==> config.mk <==
export PLATFORM = sky130hd
export DESIGN_NAME = keypad_matrix_change_detector_unit
export DESIGN_NICKNAME = d
export VERILOG_FILES = /design/src/sv/kmcd_pkg.sv /design/src/sv/kmcd_ctrl.sv /design/src/sv/kmcd_dp.sv /design/src/sv/keypad_matrix_change_detector_unit.sv
export SDC_FILE = /design/constraint.sdc
export NUM_CORES = 1
export LEC_CHECK = 0
export BUFFER_PORTS_ARGS = -buffer_cell sky130_fd_sc_hd__buf_2
export CAP_MARGIN = 10
export CORE_MARGIN = 2
export CORE_UTILIZATION = 40
export DETAILED_ROUTE_END_ITERATION = 8
export GPL_ROUTABILITY_DRIVEN = 0
export REMOVE_ABC_BUFFERS = 1
export SKIP_CTS_REPAIR_TIMING = 1
export SLEW_MARGIN = 0
export SYNTH_ARGS = -nofsm -noshare
export SYNTH_HDL_FRONTEND = slang
export SYNTH_SLANG_ARGS = --single-unit
==> constraint.sdc <==
create_clock -name i_clk -period 5.1 [get_ports i_clk]
set_input_delay 1.02 -clock i_clk [delete_from_list [all_inputs] [get_ports i_clk]]
set_output_delay 1.02 -clock i_clk [all_outputs]
set_load 0.05 [all_outputs]
==> src/sv/kmcd_pkg.sv <==
package kmcd_pkg;

    // Configuration register file
    localparam int CFG_W = 4;
    localparam int CFG_IDX_W = 1;
    localparam logic [CFG_IDX_W-1:0] CFG_ROWS_IN_USE = 1'b0;
    localparam logic [CFG_IDX_W-1:0] CFG_COLS_IN_USE = 1'b1;
    localparam logic [CFG_W-1:0] ROWS_RESET = 4'd8;
    localparam logic [CFG_W-1:0] COLS_RESET = 4'd8;

    // Matrix geometry defaults and fixed field widths
    localparam int DEF_MAX_ROWS = 8;
    localparam int DEF_MAX_COLS = 8;
    localparam int NUM_ROW_PORTS = 8;
    localparam int RAW_W = 8;
    localparam logic [RAW_W-1:0] GROUNDED_ROW = 8'hFF;
    localparam int ROW_CODE_W = 3;
    localparam int COL_IW = 4;
    localparam int CODE_W = ROW_CODE_W + COL_IW;

    // Key results per word run, the closing sync not counted
    localparam int RES_CNT_W = 5;
    localparam logic [RES_CNT_W-1:0] MAX_KEY_RESULTS = 5'd31;

    typedef struct packed {
        logic capture;
        logic emit_key;
        logic skip_key;
        logic row_done;
        logic emit_sync;
    } t_ctrl_cmd;

    typedef struct packed {
        logic scan_good;
        logic row_end;
        logic has_bit;
        logic cnt_full;
        logic out_free;
    } t_dp_status;

endpackage

==> src/sv/kmcd_ctrl.sv <==
module kmcd_ctrl (
    input  logic                  i_clk,
    input  logic                  i_rst_n,
    input  logic                  i_in_valid,
    output logic                  o_in_ready,
    input  kmcd_pkg::t_dp_status  i_status,
    output kmcd_pkg::t_ctrl_cmd   o_cmd
);

    localparam logic [1:0] S_IDLE  = 2'd0;
    localparam logic [1:0] S_CHECK = 2'd1;
    localparam logic [1:0] S_WALK  = 2'd2;
    localparam logic [1:0] S_SYNC  = 2'd3;

    logic [1:0] r_fsm;
    logic [1:0] n_fsm;

    assign o_in_ready = (r_fsm == S_IDLE);

    always_comb begin
        n_fsm = r_fsm;
        o_cmd = '0;
        case (r_fsm)
            S_IDLE: begin
                if (i_in_valid) begin
                    o_cmd.capture = 1'b1;
                    n_fsm = S_CHECK;
                end
            end
            S_CHECK: begin
                // failed read or ghosting: drop the word, no results
                n_fsm = i_status.scan_good ? S_WALK : S_IDLE;
            end
            S_WALK: begin
                if (i_status.row_end) begin
                    n_fsm = S_SYNC;
                end else if (i_status.has_bit) begin
                    if (i_status.cnt_full) begin
                        o_cmd.skip_key = 1'b1;
                    end else if (i_status.out_free) begin
                        o_cmd.emit_key = 1'b1;
                    end
                end else begin
                    o_cmd.row_done = 1'b1;
                end
            end
            S_SYNC: begin
                if (i_status.out_free) begin
                    o_cmd.emit_sync = 1'b1;
                    n_fsm = S_IDLE;
                end
            end
            default: begin
                n_fsm = S_IDLE;
            end
        endcase
    end

    always_ff @(posedge i_clk) begin
        if (!i_rst_n) begin
            r_fsm <= S_IDLE;
        end else begin
            r_fsm <= n_fsm;
        end
    end

endmodule

==> src/sv/kmcd_dp.sv <==
module kmcd_dp #(
    parameter int MAX_ROWS = kmcd_pkg::DEF_MAX_ROWS,
    parameter int MAX_COLS = kmcd_pkg::DEF_MAX_COLS
) (
    input  logic                                   i_clk,
    input  logic                                   i_rst_n,
    input  logic                                   i_cfg_we,
    input  logic [kmcd_pkg::CFG_IDX_W-1:0]         i_cfg_idx,
    input  logic [kmcd_pkg::CFG_W-1:0]             i_cfg_data,
    input  logic                                   i_kind,
    input  logic                                   i_matrix_ok,
    input  logic [kmcd_pkg::NUM_ROW_PORTS-1:0][kmcd_pkg::RAW_W-1:0] i_rows,
    input  kmcd_pkg::t_ctrl_cmd                    i_cmd,
    output kmcd_pkg::t_dp_status                   o_status,
    output logic                                   o_out_valid,
    input  logic                                   i_out_ready,
    output logic                                   o_is_sync,
    output logic [kmcd_pkg::CODE_W-1:0]            o_scan_code,
    output logic                                   o_pressed,
    output logic                                   o_last_of_run
);

    localparam int SW = MAX_COLS + 1;
    localparam int CW = kmcd_pkg::CFG_W;
    localparam int CIW = kmcd_pkg::COL_IW;
    localparam int ROW_IW = (MAX_ROWS > 1) ? $clog2(MAX_ROWS) : 1;

    typedef logic [SW-1:0] t_row;
    typedef t_row t_row_arr [MAX_ROWS];

    logic [CW-1:0] r_rows_cfg;
    logic [CW-1:0] r_cols_cfg;
    t_row_arr      r_state;
    t_row_arr      r_next;
    t_row_arr      n_next;
    logic          r_ok;
    logic [CW-1:0] r_row;
    logic [kmcd_pkg::RES_CNT_W-1:0] r_cnt;

    logic          r_out_valid;
    logic          r_out_sync;
    logic [kmcd_pkg::CODE_W-1:0] r_out_code;
    logic          r_out_pressed;

    logic [CW-1:0]     w_rows;
    logic [CW-1:0]     w_cols;
    t_row              col_mask;
    t_row              low_mask;
    t_row              gnd_bit;
    logic [ROW_IW-1:0] row_idx;
    t_row              pend;
    t_row              low_bit;
    logic [CIW-1:0]    bit_col;
    logic              out_free;

    function automatic t_row translate(input logic [kmcd_pkg::RAW_W-1:0] raw,
                                       input t_row lmask, input t_row gnd);
        t_row res;
        if (raw == kmcd_pkg::GROUNDED_ROW) begin
            res = gnd;
        end else begin
            res = SW'(raw) & lmask;
        end
        return res;
    endfunction

    // a row with several keys that shares a column with any earlier row
    function automatic logic ghosted(input t_row_arr rows);
        t_row seen;
        t_row c;
        logic g;
        seen = '0;
        g = 1'b0;
        for (int r = 0; r < MAX_ROWS; r++) begin
            c = rows[r];
            if (((c & seen) != '0) && ((c & (c - 1'b1)) != '0)) begin
                g = 1'b1;
            end
            seen = seen | c;
        end
        return g;
    endfunction

    assign w_rows = (r_rows_cfg > CW'(MAX_ROWS)) ? CW'(MAX_ROWS) : r_rows_cfg;
    assign w_cols = (r_cols_cfg > CW'(MAX_COLS)) ? CW'(MAX_COLS) : r_cols_cfg;

    always_comb begin
        for (int c = 0; c < SW; c++) begin
            col_mask[c] = (CW'(c) <= w_cols);
            low_mask[c] = (CW'(c) < w_cols);
            gnd_bit[c]  = (CW'(c) == w_cols);
        end
    end

    always_comb begin
        for (int r = 0; r < MAX_ROWS; r++) begin
            if (i_kind && (CW'(r) < w_rows)) begin
                n_next[r] = translate(i_rows[r], low_mask, gnd_bit);
            end else begin
                n_next[r] = '0;
            end
        end
    end

    // walk: state bits are flipped as they are reported, so pend shrinks
    assign row_idx = r_row[ROW_IW-1:0];
    assign pend    = (r_next[row_idx] ^ r_state[row_idx]) & col_mask;
    assign low_bit = pend & ((~pend) + 1'b1);

    always_comb begin
        bit_col = '0;
        for (int c = SW - 1; c >= 0; c--) begin
            if (pend[c]) begin
                bit_col = CIW'(c);
            end
        end
    end

    assign out_free = !r_out_valid || i_out_ready;

    always_comb begin
        o_status.scan_good = r_ok && !ghosted(r_next);
        o_status.row_end   = (r_row >= w_rows);
        o_status.has_bit   = (pend != '0);
        o_status.cnt_full  = (r_cnt == kmcd_pkg::MAX_KEY_RESULTS);
        o_status.out_free  = out_free;
    end

    always_ff @(posedge i_clk) begin
        if (!i_rst_n) begin
            r_rows_cfg <= kmcd_pkg::ROWS_RESET;
            r_cols_cfg <= kmcd_pkg::COLS_RESET;
        end else if (i_cfg_we) begin
            case (i_cfg_idx)
                kmcd_pkg::CFG_ROWS_IN_USE: r_rows_cfg <= i_cfg_data;
                kmcd_pkg::CFG_COLS_IN_USE: r_cols_cfg <= i_cfg_data;
                default: begin
                end
            endcase
        end
    end

    always_ff @(posedge i_clk) begin
        if (!i_rst_n) begin
            for (int r = 0; r < MAX_ROWS; r++) begin
                r_state[r] <= '0;
            end
        end else if (i_cmd.emit_key || i_cmd.skip_key) begin
            r_state[row_idx] <= r_state[row_idx] ^ low_bit;
        end else if (i_cmd.row_done) begin
            r_state[row_idx] <= r_next[row_idx];
        end
    end

    always_ff @(posedge i_clk) begin
        if (i_cmd.capture) begin
            r_next <= n_next;
            r_ok   <= !i_kind || i_matrix_ok;
        end
    end

    always_ff @(posedge i_clk) begin
        if (!i_rst_n) begin
            r_row <= '0;
            r_cnt <= '0;
        end else if (i_cmd.capture) begin
            r_row <= '0;
            r_cnt <= '0;
        end else begin
            if (i_cmd.row_done) begin
                r_row <= r_row + 1'b1;
            end
            if (i_cmd.emit_key) begin
                r_cnt <= r_cnt + 1'b1;
            end
        end
    end

    always_ff @(posedge i_clk) begin
        if (!i_rst_n) begin
            r_out_valid <= 1'b0;
        end else if (i_cmd.emit_key || i_cmd.emit_sync) begin
            r_out_valid <= 1'b1;
        end else if (i_out_ready) begin
            r_out_valid <= 1'b0;
        end
    end

    always_ff @(posedge i_clk) begin
        if (i_cmd.emit_key) begin
            r_out_sync    <= 1'b0;
            r_out_code    <= {r_row[kmcd_pkg::ROW_CODE_W-1:0], bit_col};
            r_out_pressed <= |(r_next[row_idx] & low_bit);
        end else if (i_cmd.emit_sync) begin
            r_out_sync    <= 1'b1;
            r_out_code    <= '0;
            r_out_pressed <= 1'b0;
        end
    end

    assign o_out_valid   = r_out_valid;
    assign o_is_sync     = r_out_sync;
    assign o_scan_code   = r_out_code;
    assign o_pressed     = r_out_pressed;
    assign o_last_of_run = r_out_sync;

endmodule

==> src/sv/keypad_matrix_change_detector_unit.sv <==
// Channel  | Handshake                 | Word
// ---------+---------------------------+-----------------------------------------
// input    | i_in_valid / o_in_ready   | i_kind, i_matrix_ok, i_row_0..i_row_7
// output   | o_out_valid / i_out_ready | o_is_sync, o_scan_code, o_pressed,
//          |                           | o_last_of_run
// config   | i_cfg_we                  | i_cfg_idx, i_cfg_data
//
// One word at a time. After the accepting edge come the read/ghost check, then a step per
// row in use and a step per changed key (keys past the 31-result cap too), then a step to
// leave the walk and a step to load the sync result.
// A word that fails its read or shows ghosting is dropped after the check cycle.
// Synchronous active-low reset clears all stored key rows and sets 8 rows, 8 columns.
// A stalled output holds its word in the output register and pauses the walk.
module keypad_matrix_change_detector_unit #(
    parameter int MAX_ROWS = kmcd_pkg::DEF_MAX_ROWS,
    parameter int MAX_COLS = kmcd_pkg::DEF_MAX_COLS
) (
    input  logic                           i_clk,
    input  logic                           i_rst_n,
    input  logic                           i_cfg_we,
    input  logic [kmcd_pkg::CFG_IDX_W-1:0] i_cfg_idx,
    input  logic [kmcd_pkg::CFG_W-1:0]     i_cfg_data,
    input  logic                           i_in_valid,
    output logic                           o_in_ready,
    input  logic                           i_kind,
    input  logic                           i_matrix_ok,
    input  logic [kmcd_pkg::RAW_W-1:0]     i_row_0,
    input  logic [kmcd_pkg::RAW_W-1:0]     i_row_1,
    input  logic [kmcd_pkg::RAW_W-1:0]     i_row_2,
    input  logic [kmcd_pkg::RAW_W-1:0]     i_row_3,
    input  logic [kmcd_pkg::RAW_W-1:0]     i_row_4,
    input  logic [kmcd_pkg::RAW_W-1:0]     i_row_5,
    input  logic [kmcd_pkg::RAW_W-1:0]     i_row_6,
    input  logic [kmcd_pkg::RAW_W-1:0]     i_row_7,
    output logic                           o_out_valid,
    input  logic                           i_out_ready,
    output logic                           o_is_sync,
    output logic [kmcd_pkg::CODE_W-1:0]    o_scan_code,
    output logic                           o_pressed,
    output logic                           o_last_of_run
);

    logic [kmcd_pkg::NUM_ROW_PORTS-1:0][kmcd_pkg::RAW_W-1:0] w_rows;
    kmcd_pkg::t_ctrl_cmd  w_cmd;
    kmcd_pkg::t_dp_status w_status;

    assign w_rows = {i_row_7, i_row_6, i_row_5, i_row_4,
                     i_row_3, i_row_2, i_row_1, i_row_0};

    kmcd_ctrl u_ctrl (
        .i_clk      (i_clk),
        .i_rst_n    (i_rst_n),
        .i_in_valid (i_in_valid),
        .o_in_ready (o_in_ready),
        .i_status   (w_status),
        .o_cmd      (w_cmd)
    );

    kmcd_dp #(
        .MAX_ROWS (MAX_ROWS),
        .MAX_COLS (MAX_COLS)
    ) u_dp (
        .i_clk         (i_clk),
        .i_rst_n       (i_rst_n),
        .i_cfg_we      (i_cfg_we),
        .i_cfg_idx     (i_cfg_idx),
        .i_cfg_data    (i_cfg_data),
        .i_kind        (i_kind),
        .i_matrix_ok   (i_matrix_ok),
        .i_rows        (w_rows),
        .i_cmd         (w_cmd),
        .o_status      (w_status),
        .o_out_valid   (o_out_valid),
        .i_out_ready   (i_out_ready),
        .o_is_sync     (o_is_sync),
        .o_scan_code   (o_scan_code),
        .o_pressed     (o_pressed),
        .o_last_of_run (o_last_of_run)
    );

endmodule

# Word level (Yosys, flattened, before mapping)
# Memory sizes are Yosys's and may differ from the RTL's. A register that Yosys moved wholly into a read port is not among the register bits.
# Cells that the tools add are included.
word_totals:
  mem_bits_rw: 72
  in_bits: 76
  n_memories: 1
  ff_bits: 102
classes:
  n_eq_ne: 23
  n_reduce_logical: 48
  n_addsub: 10
  bitwise_logic: 38
  order_cmp: 30
  muxes: 64
memory_table:
  columns: ["name", "depth", "word_bits", "read_ports", "rd_ports_with_merged_regs", "write_ports", "line_no", "text"]
  rows:
  - ["u_dp.r_state", 8, 9, 1, 1, 8, "kmcd_dp.sv:33", "t_row_arr r_state;"]
ops:
  columns: ["op", "n"]
  rows:
  - ["$and A9 B9 Y9", 17]
  - ["$reduce_bool A9 Y1", 15]
  - ["$mux W9", 12]
  - ["$and A8 B9 Y9", 8]
  - ["$eq A8 B8 Y1 const B", 8]
  - ["$sub A9 B1 Y9 const B", 7]
  - ["$or A9 B9 Y9", 6]
  - ["$mux W4", 11]
  - ["$lt A3 B4 Y1 const A", 8]
  - ["$bmux W9 S3", 1]
  - ["$mux W1", 27]
  - ["$reduce_or A9 Y1", 2]
  - ["$xor A9 B9 Y9", 2]
  - ["$eq A3 B4 Y1 const A", 4]
  - ["$le A3 B4 Y1 const A", 4]
  - ["$logic_and A1 B1 Y1", 16]
  - ["$lt A1 B4 Y1 const A", 4]
  - ["$lt A2 B4 Y1 const A", 4]
  - ["$mux W3", 5]
  - ["$mux W7", 2]
  - ["$mux W2", 5]
  - ["$add A9 B1 Y9 const B", 1]
  - ["$not A9 Y9", 1]
  - ["$eq A2 B4 Y1 const A", 2]
  - ["28 further kinds", 41]

# Longest topological paths before layout
# Gate-level depths: netlist (run 1).
depth:
  depth_word: 17
  ltp_mapped: 14
  ltp_nobuf: 10

# Hierarchy
# From an unflattened synthesis (run 1), not the netlist that was laid out.
unflattened:
  cells_unflattened: 1046
  area_unflattened_um2: 10422.5
modules_own_cells:
  columns: ["module", "n_inst", "seq_area_each_um2", "cells_per_inst", "area_per_inst_um2"]
  rows:
  - ["kmcd_dp", 1, 5034.8, 1029, 10279.9]
  - ["kmcd_ctrl", 1, 40.0, 17, 142.6]

# Worst setup path before layout (run 1)
# No wires, ideal clock.
synth_path:
  path_type: "register to register"
  from: "register u_dp.r_row[1]"
  to: "memory u_dp.r_state[3][7] (netlist bit) (data pin)"
  path_slack_ps: 887
  stages_incl_launch_ff: 15
  arrival_time_ps: 3940
  cell_sequence: "dfxtp_1 buf_4 buf_6 buf_6 buf_2 mux4_2 mux2i_1 inv_1 ha_1 o21ai_0 or3_1 clkbuf_1 or4_1 a32oi_2 nor4_1"
synth_lines:
  columns: ["element", "line_no", "text"]
  rows:
  - ["start: declaration", "kmcd_dp.sv:37", "logic [CW-1:0] r_row;"]
  - ["start signal: assignment", "kmcd_dp.sv:171", "r_row <= r_row + 1'b1;"]
  - ["end: declaration", "kmcd_dp.sv:33", null]

==> flow_summary.json, run 1 <==
{
  "synthCells": 1051,
  "yosysMostFrequentCell": "nor2_1",
  "die_w_um": 166,
  "grt.overflow.total": 0,
  "clk_latency_ns": 0.44,
  "dp_cells": 1430,
  "root_buffer": "clkbuf_16",
  "dpl.hpwl_um": 24300,
  "dieArea_um2": 27700,
  "met1_usage_pct": 31.4,
  "ant_nets": 0,
  "synth-seq-cells": 177,
  "hold_ws_ns": 0.475,
  "async_reset_ff_share_pct": 0,
  "layout_setup_ws_ns": 0.648,
  "ir_drop_mv": 0.190,
  "crit_fanout": 28,
  "fin_crit_sh_pct": 87.3,
  "cts.clk_slew.worst_paths_ns": 0.08,
  "netlist_area_um2": 10600,
  "pin_count": 88,
  "core_area_um2": 26000,
  "timing.max_cap.violations": 0,
  "power.density_nw_per_um2": 292,
  "grt_max_degree": 74,
  "worstSetupPathType": "register to register",
  "synth_commonest_cells": "185 x nor2_1, 153 x edfxtp_1, 78 x nand2_1",
  "finalCriticalPeriod_ns": 4.45,
  "yosysTopAreaCellShare_pct": 43.5,
  "drt-pass1-iter-count": 7,
  "max_freq_ghz": 0.225,
  "num_vias": 9000,
  "endpoint_kind": "register",
  "finalNonFillerCells": 1462,
  "r2r_cells": 8,
  "hp-class": "register to register",
  "wl_per_cell_um": 22.6,
  "worst_pin_slew_ns": 0.942,
  "cp_top_family": "compound AO/OA/AOI/OAI gates",
  "rsz0062_at_grt": "false",
  "run_status": "finished, final reports clean",
  "cts_max_path_buffers": 2,
  "critPathMaxStageDelay_ns": 0.80,
  "synth_top_cell_by_area": "edfxtp_1",
  "slowest_stage": "dfxtp_2",
  "antenna_found_initial": 0,
  "drt_wl_total_um": 33000,
  "clkSinkCount": 177,
  "n_fill_cell": 2447,
  "p_leak_nw": 4.00,
  "cts_buffers": 17,
  "drtIter0Drc": 907,
  "grt_use_met2_pct": 38.1,
  "start_kind": "register",
  "synth-edff-count": 153,
  "drcViolationCount": 0,
  "row_count": 59,
  "arrival_ns": 4.55,
  "dieHeight_um": 166,
  "syn_avg_cell_area_um2": 10.0,
  "via_per_inst": 6.16,
  "synthToLayoutAreaGrowth_pct": 12.7,
  "critPathRequiredTime_ns": 5.19,
  "synthTopCellsByArea": "edfxtp_1 44%, nor2_1 6.6%, mux4_2 6.2%",
  "worstPathBufferInverterCount": 0,
  "grt_pass1_vias": 8476,
  "path_cells": "mux4_2 -> mux2i_1 -> xnor2_1 -> o221ai_2 -> a211o_1 -> o31ai_4 -> nand4b_4 -> nand2_1",
  "finClkSkew_ns": 0.0245,
  "start_util_pct": 40.6,
  "port_buffers": 87,
  "synth_flop_cell": "edfxtp_1",
  "drive_above_1_share_pct": 18.8,
  "relSlewSlack_pct": 37.2,
  "cts_tree": "yes",
  "fin_nets": 1198,
  "hold_violations": 0,
  "place_ws_ns": 0.683,
  "grt_busiest_layer": "met2",
  "htreeDepth": 4,
  "finalMaxSlewViolations": 0,
  "n_antenna_cell": 0,
  "grt_pass1_wl_um": 50100,
  "met3_usage_pct": 5.22,
  "whs_path_depth": 2,
  "path_depth": 8,
  "setup_viol": 0,
  "grt_use_total_pct": 23.7,
  "yosys_warnings": 0,
  "synth_cell_types": 76,
  "setup_tns_ns": 0,
  "ys_seq_area_share_pct": 48.1
}
[final cells by class]
type,count,area [µm²],area share (%)
Multi-Input combinational cell,802,5150,43.4
Tap cell,335,419,3.53
Timing Repair Buffer,105,571,4.80
Inverter,11,41.3,0.347
Sequential cell,177,5080,42.7
Clock inverter,15,200,1.68
Clock buffer,17,425,3.58
[worst reg2reg max path, cell delays in order, from the launching register on]
cell	delay (ns)
dfxtp_2	0.80
mux4_2	0.59
mux2i_1	0.41
xnor2_1	0.21
o221ai_2	0.21
a211o_1	0.43
o31ai_4	0.72
nand4b_4	0.31
nand2_1	0.43
[cells by family (layout without fill, tap and decap cells)]
family / count (synthesis) / after routing / synth area share [%]
xor gates and xnor gates: 7 / 7 / 0.581
DFF: 177 / 177 / 48.1
muxes: 63 / 63 / 9.51
buffers and inverters: 72 / 148 / 3.05
and+or+nand+nor: 478 / 478 / 21.9
adders and majority gates: 18 / 18 / 1.90
AOI/OAI and AO/OA: 236 / 236 / 15.0
[flip-flops by register name, summed over array words and instances, names as in the netlist, named ones only]
name              count
u_dp.o_out_valid      1
u_dp.r_rows_cfg       4
u_dp.r_row            4
u_dp.r_cols_cfg       4
u_dp.o_is_sync        1
u_dp.r_state         72
u_dp.r_cnt            5
u_dp.r_ok             1
u_dp.o_pressed        1
u_dp.o_scan_code      7
u_ctrl.r_fsm          1
u_dp.r_next          72
[through the flow]
stage | area, µm² | util (%) | total power [mW]
floorplan | 10300 | - | 1.96
global placement | 11300 | 43.3 | 2.14
detailed placement | 11300 | 43.3 | 2.15
CTS | 11900 | 45.7 | 3.48
global route | 11900 | 45.7 | 3.59
finish | 11900 | 45.7 | 3.48
[path summary, 6_finish.rpt]
path                              start                          endpoint  slack (ns)
max          u_dp.r_row[1]$_SDFFE_PP0N_  u_dp.r_state[3][7]$_SDFFCE_PN0P_        0.65
min          u_dp.r_cnt[4]$_SDFFE_PP0P_        u_dp.r_cnt[4]$_SDFFE_PP0P_        0.48
max reg2reg  u_dp.r_row[1]$_SDFFE_PP0N_  u_dp.r_state[3][7]$_SDFFCE_PN0P_        0.65
min reg2reg  u_dp.r_cnt[4]$_SDFFE_PP0P_        u_dp.r_cnt[4]$_SDFFE_PP0P_        0.48
[cell usage in the layout (no fill, tap or decap), drive strengths merged, types with 8 or more instances in the layout]
| cell type | Yosys | routed |
|---|---|---|
| mux2 | 8 | 8 |
| a32oi | 10 | 10 |
| and3 | 8 | 8 |
| clkbuf | 42 | 17 |
| clkinv | 2 | 10 |
| or4 | 15 | 15 |
| mux2i | 26 | 26 |
| nand3 | 57 | 57 |
| nand4 | 26 | 26 |
| ha | 8 | 8 |
| mux4 | 29 | 29 |
| nand2b | 9 | 9 |
| dfxtp | 24 | 24 |
| and2 | 11 | 11 |
| or3 | 18 | 18 |
| edfxtp | 153 | 153 |
| nor3 | 30 | 30 |
| buf | 19 | 105 |
| o21ai | 55 | 55 |
| nand2 | 82 | 82 |
| or2 | 17 | 17 |
| o31ai | 13 | 13 |
| inv | 9 | 15 |
| a31oi | 36 | 36 |
| maj3 | 10 | 10 |
| a21oi | 47 | 47 |
| nor2 | 185 | 185 |
[routing by layer]
layer	up-vias	share of wire, %
met1	4276	42
met4	0	3.3
met3	78	8.5
met2	483	47
met5	-	0
li1	4163	-
[where the power goes]
group	switching (mW)	internal, mW
Clock	0.675	0.675
Sequential	0.0981	1.64
Combinational	0.239	0.146
Total	1.01	2.46
No activity file was read; power rests on OpenSTA's default activity.
==> inputs of run 2 (changes only) <==
- SYNTH_HIERARCHICAL: unset -> 1
- clock period: 5.1 -> 4.7 ns (I/O delays scaled with it)
==> run 2 against run 1 <==
Against the previous run: maximum frequency increased by 5.8%; largest power group unchanged; highest routed layer unchanged; sequential share of layout area barely moved; power increased by 6.1%; count of clock-buffer cells in the layout up 1; non-clock buffer count rose by 23; routed wire length grew 1.0%; critical path depth rose by 8; global-route usage is 1.4 points higher; largest cell class is now sequential cells; combinational power grew 11%; clock skew down 0.0095 ns; core utilization increased by 0.25 points; area after synthesis down 1.2%.
==> flow_summary.json, run 2 <==
{
  "num_vias": 9085,
  "endpoint_kind": "register",
  "crit_path_start": "u_dp/r_row[2]$_SDFFE_PP0P_",
  "rsz0062_at_grt": "false",
  "synth_top_family_by_area": "simple AND/OR/NAND/NOR gates",
  "pin_count": 88,
  "synth-adder-area-share_pct": 2.21,
  "finalMaxSlewViolations": 0,
  "synth-edff-count": 153,
  "grt_use_total_pct": 25.0,
  "fin_crit_sh_pct": 89.6,
  "synth_flop_cell": "edfxtp_1",
  "min_from": "u_dp/o_is_sync$_SDFFE_PP0P_",
  "finalCriticalPeriod_ns": 4.21,
  "start_util_pct": 40.3,
  "worstSetupPathType": "register to register",
  "rr_startpoint": "u_dp/r_row[2]$_SDFFE_PP0P_",
  "n_fill_cell": 2444,
  "die_w_um": 165,
  "reg2reg_slack_ns": 0.49,
  "run_status": "finished, final reports clean",
  "yosys_warnings": 6,
  "timing.max_cap.violations": 0,
  "final_core_util_pct": 46.0,
  "wl_per_cell_um": 22.5,
  "hp-class": "register to register",
  "synth_mux_area_share_pct": 9.56,
  "htreeDepth": 4,
  "crit_fanout": 14,
  "cts_max_path_buffers": 2,
  "grt_pass1_vias": 8421,
  "start_kind": "register",
  "power.density_nw_per_um2": 310,
  "fin_nets": 1219,
  "cts.clk_slew.worst_paths_ns": 0.07,
  "syn_avg_cell_area_um2": 9.96,
  "drt_wl_total_um": 33300,
  "setup_tns_ns": 0,
  "via_per_inst": 6.13,
  "yosysMostFrequentCell": "nor2_1",
  "hold_violations": 0,
  "synthTopCellsByArea": "edfxtp_1 44%, nor2_1 6.9%, mux4_2 5.6%",
  "synth_commonest_cells": "192 x nor2_1, 153 x edfxtp_1, 85 x nand2_1",
  "arrival_ns": 4.40,
  "drtIter0Drc": 1269,
  "dieArea_um2": 27400,
  "synthToLayoutAreaGrowth_pct": 14.0,
  "synth_top_cell_by_area": "edfxtp_1",
  "drt-pass1-iter-count": 6,
  "yosysTopAreaCellShare_pct": 44.1,
  "p_leak_nw": 4.18,
  "grt.overflow.total": 0,
  "clkSinkCount": 177,
  "dpl.hpwl_um": 24000,
  "port_buffers": 87,
  "cts_tree": "yes",
  "final_common_cell": "nor2_1",
  "critPathRequiredTime_ns": 4.89,
  "dieHeight_um": 165,
  "grt_max_degree": 40,
  "n_antenna_cell": 0,
  "row_count": 59,
  "synth-seq-cells": 177,
  "synth_xor_area_share_pct": 0.756,
  "synth_compound_area_share_pct": 13.6,
  "final_cell_mix": "192 x nor2_1, 153 x edfxtp_1, 87 x buf_2",
  "ant_nets": 0,
  "drcViolationCount": 0,
  "finClkSkew_ns": 0.0150,
  "async_reset_ff_share_pct": 0,
  "synthSimpleGateAreaFrac_pct": 22.2,
  "ir_drop_mv": 0.212,
  "grt_pass1_wl_um": 50400,
  "root_buffer": "clkbuf_16",
  "synthCells": 1046,
  "netlist_area_um2": 10400,
  "synth_cell_types": 73,
  "core_area_um2": 25800,
  "relSlewSlack_pct": 31.5,
  "antenna_found_initial": 0,
  "drive_above_1_share_pct": 19.5,
  "ys_seq_area_share_pct": 48.7,
  "cts_buffers": 17,
  "clk_latency_ns": 0.45,
  "worst_pin_slew_ns": 1.02,
  "setup_viol": 0,
  "max_freq_ghz": 0.238
}
[run 2: cell count changes after synthesis, sizes merged, moves of 5 or more]
cell	delta
a22oi	+7
clkbuf	-5
mux2	+5
o211ai	-5
o21ai	+8
nand3b	+5
nor3	-7
nand2b	+6
nor2	+8
nand3	-7
a21boi	+7
o32ai	-5
[run 2: kinds of logic after synthesis]
group                      count (synthesis)
buffers and inverters                     69
DFF                                      177
xor gates and xnor gates                   9
AOI/OAI and AO/OA                        223
and+or+nand+nor                          482
muxes                                     65
adders and majority gates                 21
[run 2: worst max-delay path, stage by stage (launching register included)]
cell and delay [ns]:
dfxtp_1 0.59, buf_4 0.29, mux2_1 0.34, a22oi_1 0.16
o21ai_1 0.13, a2111oi_0 0.62, nor3b_2 0.18, nand2_1 0.14
nor2_1 0.06, nand2_1 0.08, and4b_1 0.32, nor2_1 0.09
and3_1 0.23, a21oi_1 0.16, mux2i_1 0.27, buf_4 0.22
nor2_1 0.06
[run 2: through the flow]
stage | cell area (µm²) | instances | total power [mW] | hold WS [ns] | setup WS, ns
2_1_floorplan | 10200 | 988 | 2.12 | 0.467 | 0.0620
3_3_place_gp | 11300 | 1451 | 2.32 | 0.473 | 0.637
3_5_place_dp | 11300 | 1451 | 2.33 | 0.475 | 0.599
4_1_cts | 11900 | 1483 | 3.70 | 0.494 | 0.580
5_1_grt | 11900 | 1483 | 3.82 | 0.539 | 0.0506
6_report | 11900 | 1483 | 3.69 | 0.487 | 0.490
[run 2: worst paths after layout]
check	endpoint	cells past startpoint
max	u_dp/r_state[0][1]$_SDFFCE_PN0P_	16
min	u_dp/o_is_sync$_SDFFE_PP0P_	2
max reg2reg	u_dp/r_state[0][1]$_SDFFCE_PN0P_	16
min reg2reg	u_dp/o_is_sync$_SDFFE_PP0P_	2
[run 2: power by group]
| group | internal [mW] | switching (mW) |
|---|---|---|
| sequential | 1.78 | 0.0973 |
| combinational | 0.162 | 0.265 |
| clock | 0.705 | 0.675 |
| total | 2.65 | 1.04 |
[run 2: area by class of cell]
class                           count  area (µm²)  share of cell area, %
Clock inverter                     14         140                   1.18
Sequential cell                   177        5070                   42.7
Timing Repair Buffer              128         743                   6.25
Tap cell                          335         419                   3.53
Inverter                           11        41.3                  0.347
Clock buffer                       18         429                   3.61
Multi-Input combinational cell    800        5040                   42.4
[run 2: layer usage]
metal / share of wire, % / track usage, % / up-vias / wire length [µm]
met5: 0 / 0 / - / 0
met4: 2.9 / 8.39 / 0 / 955
met3: 11 / 5.97 / 66 / 3640
met2: 42 / 36.0 / 520 / 14000
met1: 44 / 37.0 / 4367 / 14700
li1: - / - / 4132 / -
